$ cat src/emc_pkg.sv
// ----------------------------------------------------------------------------
// emc_pkg
// Shared widths, reset values and state encoding for the max-cut search core.
// ----------------------------------------------------------------------------
package emc_pkg;

    localparam int DATA_W           = 16;
    localparam int RESULT_W         = 24;
    localparam int CFG_W            = 5;
    localparam int MAX_NODES_DEF    = 16;
    localparam int NODE_COUNT_RESET = 16;

    localparam logic [RESULT_W-1:0] SUM_MAX = {RESULT_W{1'b1}};

    typedef enum logic [1:0] {
        ST_LOAD,
        ST_SEARCH,
        ST_FINISH,
        ST_DONE
    } emc_state_t;

endpackage

$ cat src/emc_weight_ram.sv
// ----------------------------------------------------------------------------
// emc_weight_ram
// Weight matrix storage: one write port, one read port with registered data.
// ----------------------------------------------------------------------------
module emc_weight_ram #(
    parameter int DEPTH  = 256,
    parameter int ADDR_W = 8
) (
    input  logic                       aclk,
    input  logic                       wr_en,
    input  logic [ADDR_W-1:0]          wr_addr,
    input  logic [emc_pkg::DATA_W-1:0] wr_data,
    input  logic [ADDR_W-1:0]          rd_addr,
    output logic [emc_pkg::DATA_W-1:0] rd_data
);
    import emc_pkg::*;

    logic [DATA_W-1:0] mem [DEPTH];
    logic [DATA_W-1:0] rd_data_reg;

    always_ff @(posedge aclk) begin
        if (wr_en) begin
            mem[wr_addr] <= wr_data;
        end
    end

    always_ff @(posedge aclk) begin
        rd_data_reg <= mem[rd_addr];
    end

    assign rd_data = rd_data_reg;

endmodule

$ cat config.mk
export PLATFORM = sky130hd
export DESIGN_NAME = emc_weight_ram
export DESIGN_NICKNAME = d
export VERILOG_FILES = /design/src/emc_pkg.sv /design/src/emc_weight_ram.sv
export SDC_FILE = /design/constraint.sdc
export NUM_CORES = 2
export LEC_CHECK = 0
export ABC_AREA = 1
export BUFFER_PORTS_ARGS = -buffer_cell sky130_fd_sc_hd__buf_2
export CAP_MARGIN = 20
export CELL_PAD_IN_SITES_DETAIL_PLACEMENT = 1
export CELL_PAD_IN_SITES_GLOBAL_PLACEMENT = 1
export CORE_ASPECT_RATIO = 0.6
export CORE_MARGIN = 8
export CORE_UTILIZATION = 45
export CTS_CLUSTER_DIAMETER = 150
export DETAILED_ROUTE_END_ITERATION = 8
export PLACE_DENSITY = 0.69
export SLEW_MARGIN = 15
export SYNTH_ARGS = -nofsm -noshare
export SYNTH_HDL_FRONTEND = slang
export SYNTH_SLANG_ARGS = --single-unit
$ cat constraint.sdc
create_clock -name aclk -period 1.9 [get_ports aclk]
set_clock_uncertainty 0.1 [all_clocks]
set_input_delay 0.095 -clock aclk [delete_from_list [all_inputs] [get_ports aclk]]
set_output_delay 0.095 -clock aclk [all_outputs]
set_load 0.02 [all_outputs]
# --- After elaboration in Yosys (flattened, before gate mapping) ---
# Memories as Yosys holds them, arrays and structs flattened. A register that Yosys moved wholly into a read port is not among the register bits.
# Cells that the tools add are included.
word_totals:
  regBits: 0
  ram_bits: 4096
  in_bits: 34
  output_inout_bits: 16
  elab_cells: 3
  memories: 1
classes:
  n_mux: 2
mem_list:
  columns: ["name", "depth", "word_bits", "rd", "rd_ports_with_merged_regs", "write_ports", "line", "text"]
  rows:
  - ["mem", 256, 16, 1, 1, 1, "emc_weight_ram.sv:18", "logic [DATA_W-1:0] mem [DEPTH];"]
ops:
  columns: ["cell", "n"]
  rows:
  - ["two-way mux 1 bit", 2]

# --- Logic depth before layout (Yosys ltp) ---
logic_depth:
  depth_word: 2
  depth_mapped: 15
  mapped_depth_nobuf: 11

# --- Worst setup path before layout ---
# Ideal clock, no wire load.
synth_path:
  path_kind: "input-to-reg"
  from: "input wr_en"
  to: "memory mem[164][0], enable pin"
  setup_ns: 0.388
  arrival_ns: 1.547
  required_time_ns: 1.412
  path_slack_ns: -0.135
  path_stages: 4
  n_path_buf: 2
  cell_sequence: "clkbuf_1 nand3_1 clkbuf_1 nor2_1"
synth_between:
  elab_chain_cells: 2
synth_rtl:
  columns: ["item", "line", "text"]
  rows:
  - ["start: declaration", "emc_weight_ram.sv:10", "input logic wr_en,"]
  - ["two-way mux 1 bit", "emc_weight_ram.sv:22", "if (wr_en) begin"]
  - ["two-way mux 1 bit (implied by the code)", "emc_weight_ram.sv:23", "mem[wr_addr] <= wr_data;"]
  - ["end: declaration", "emc_weight_ram.sv:18", null]
# No other way between the ends.

==> impl_metrics.py <==
metrics = {
    "outcome": {
        "run_status": "finished with violations",
        "violations": "negative setup slack",
    },
    "synthesis": {
        "yosysTopAreaCellShare_pct": 74.2,
        "synth_cell_types": 15,
        "async_reset_ff_share_pct": 0,
        "synth.most_common_cell": "nand2_1",
        "synth-edff-count": 4096,
        "ys_seq_area_share_pct": 74.4,
        "syn_area_per_cell_um2": 12.2,
        "synth_warnings": 0,
        "yosysTopAreaCell": "edfxtp_1",
        "synthTopCellsByCount": "nand2_1 (4211), edfxtp_1 (4096), nand3_1 (4035), buf_2 (495), nor2_1 (283)",
        "synthesis.area_um2": 166000,
        "synth_nets": 13700,
        "ys.flop_type": "edfxtp_1",
        "synthTopCellsByArea": "edfxtp_1 (74%), nand3_1 (12%), nand2_1 (9.5%)",
        "synthCells": 13600,
        "yosys_register_bits": 4112,
    },
    "cts": {
        "clkSlewWorstSetupHoldPaths_ps": 70,
        "cts-root-buf": "clkbuf_16",
        "h-tree-depth": 5,
        "cts.sinks": 4112,
        "post_cts_buffers": 0,
        "clock_latency_ps": 980,
        "numCtsBuffers": 385,
        "clockBufferDepth": 4,
        "tritoncts": "done",
    },
    "final_layout": {
        "finish.net_count": 14500,
        "syn2layout_area_growth_pct": 20.0,
        "drive_above_1_share_pct": 16.0,
        "largest_reg_flops": 4096,
        "fin_util_pct": 54.3,
    },
    "grt": {
        "grt_pass1_vias": 120000,
        "grt_pass1_wl_um": 862000,
        "track_usage_pct": 30.2,
        "grt_overflow_total": 0,
        "antenna_found_initial": 55,
        "grt_max_degree": 96,
    },
    "routing": {
        "initialDrtViolationCount": 16900,
        "firstDrtPassIters": 7,
        "routed_wl_um": 604000,
        "viasPerCell": 6.10,
        "wl_per_cell_um": 30.7,
        "vias": 120000,
        "wl_met3_um": 68300,
        "drc": 0,
        "wl_met1_um": 254000,
        "top_layer": "met5",
        "wl_met2_um": 264000,
        "antenna_left": 0,
    },
    "die": {
        "ios": 50,
        "die_h_um": 486,
        "die-area_um2": 389000,
        "rows": 172,
        "start_util_pct": 45.2,
        "core_um2": 366000,
        "die_x_um": 799,
    },
    "worst_setup_path": {
        "start_kind": "input port",
        "worst-r2r-setup-slack_ps": -70,
        "cpMaxStageDelayCell": "dlygate4sd3_1",
        "crit_arrival_ps": 2790,
        "reg2reg_to": "rd_data[5]",
        "crit_chain": "dlygate4sd3_1, buf_6, inv_6, buf_4, nand3_1, nand3_4, nand3_4, nand2_1, nand2_2, nand2_1",
        "cp-end-kind": "flip-flop",
        "r2r_cells": 11,
        "critPathKind": "input port to flip-flop",
        "path_buf_inv": 4,
        "critPathTopFamily": "buffers and inverters",
        "crit_fanout": 32,
        "required_ps": 2670,
        "critPathMaxStageDelay_ps": 580,
        "r2r-start": "mem[183][5]",
    },
    "place": {
        "gp_congestion": 0.890,
        "port_buffers": 49,
        "dp_hpwl_um": 389000,
    },
    "timing": {
        "worstMarginPinSlew_ps": 1110,
        "setup_viol": 30,
        "period_minus_slack_ps": 2010,
        "period_share_pct": 106,
        "max_freq_mhz": 497,
        "max-slew-margin-rel_pct": 25.7,
        "setup_tns_ps": -454,
        "drv_slew": 0,
        "hold_viol_final": 0,
        "setup_slack_ps": -113,
        "rsz0062_at_grt": "true",
    },
    "hold_path": {
        "worstHoldStart": "wr_addr[4]",
        "min_to": "mem[184][5]",
        "hold_path_class": "input port to flip-flop",
        "hold_depth": 6,
    },
    "pwr": {
        "powerDensity_nw_per_um2": 976,
        "ir_drop_v": 0.000946,
        "power_mw": 194,
        "p_leak_nw": 70.5,
    },
    "job": {
        "maxCapViolCount": 0,
    },
}
## power breakdown
group          switching (mW)  leakage, nW  total, mW  internal (mW)
Clock                    35.4         6.02       78.1           42.7
Combinational            11.2         27.6       15.9           4.65
Sequential              0.153         36.9        100           99.9
Total                    46.7         70.5        194            147
## worst register-to-register path, delay by kind of cell (launching register included)
family | cells | cell delay, ps
and+or+nand+nor | 10 | 1220
DFF | 1 | 370
buffers and inverters | 1 | 150
## through the flow
stage                     instances  setup slack [ps]  hold WS, ps  cell area [um^2]
final                         19700              -113         49.5            199000
after CTS                     19700              -105         6.85            198000
after global routing          19700             -90.7         25.8            199000
after detailed placement      18900             -1330          385            184000
after global placement        18900             -1280          380            184000
after floorplan               13600              -135         93.9            166000
## routing by layer
layer	global-route usage, %	vias up
met5	0	-
met4	8.83	6
met3	6.47	930
met2	44.6	6884
met1	44.9	61800
li1	-	50400
## layout make-up
class,count,area (um^2)
tap,4872,6100
sequential,4112,123000
fill,36600,167000
multi-input combinational,8529,39400
timing repair inverter,2,17.5
clock buffer,460,10100
antenna,20,50.0
inverter,39,199
clock inverter,237,2220
timing repair buffer,1412,17500
## cells by family after synthesis
family        Yosys count  synth area share [%]
flops                4112                  74.4
buf+inv               976                  3.21
simple gates         8529                  22.4
## what timing repair did
item,4_1_cts,5_1_grt
gates resized for setup,222,229
hold endpoints to repair,5765,0
hold buffers,42,0
gates cloned,2,0
endpoints found under the setup margin,22,246
pin swaps,9,30
## how the worst max path moves through the flow
stage | startpoint | end | slack, ps | depth (start not counted)
after global placement | rd_addr[0] | rd_data[6] | -1280 | 15
after CTS | mem[219][11] | rd_data[11] | -110 | 11
final | rd_addr[4] | rd_data[6] | -110 | 10
after detailed placement | rd_addr[0] | rd_data[6] | -1330 | 15
after floorplan | wr_en | mem[164][0] | -140 | 4
after global routing | mem[112][5] | rd_data[5] | -90 | 10
## cell usage in the layout, fill, tap and decap left out, drive strengths merged
cell	netlist	layout
edfxtp	4096	4096
clkbuf	154	460
clkinv	0	176
nand3	4035	4035
bufinv	0	35
clkinvlp	0	15
inv	39	52
nand2	4211	4211
diode	0	20
dlygate4sd3	0	41
buf	783	1371
nor2	283	283
dfxtp	16	16
(Power assumes the default switching activity.)
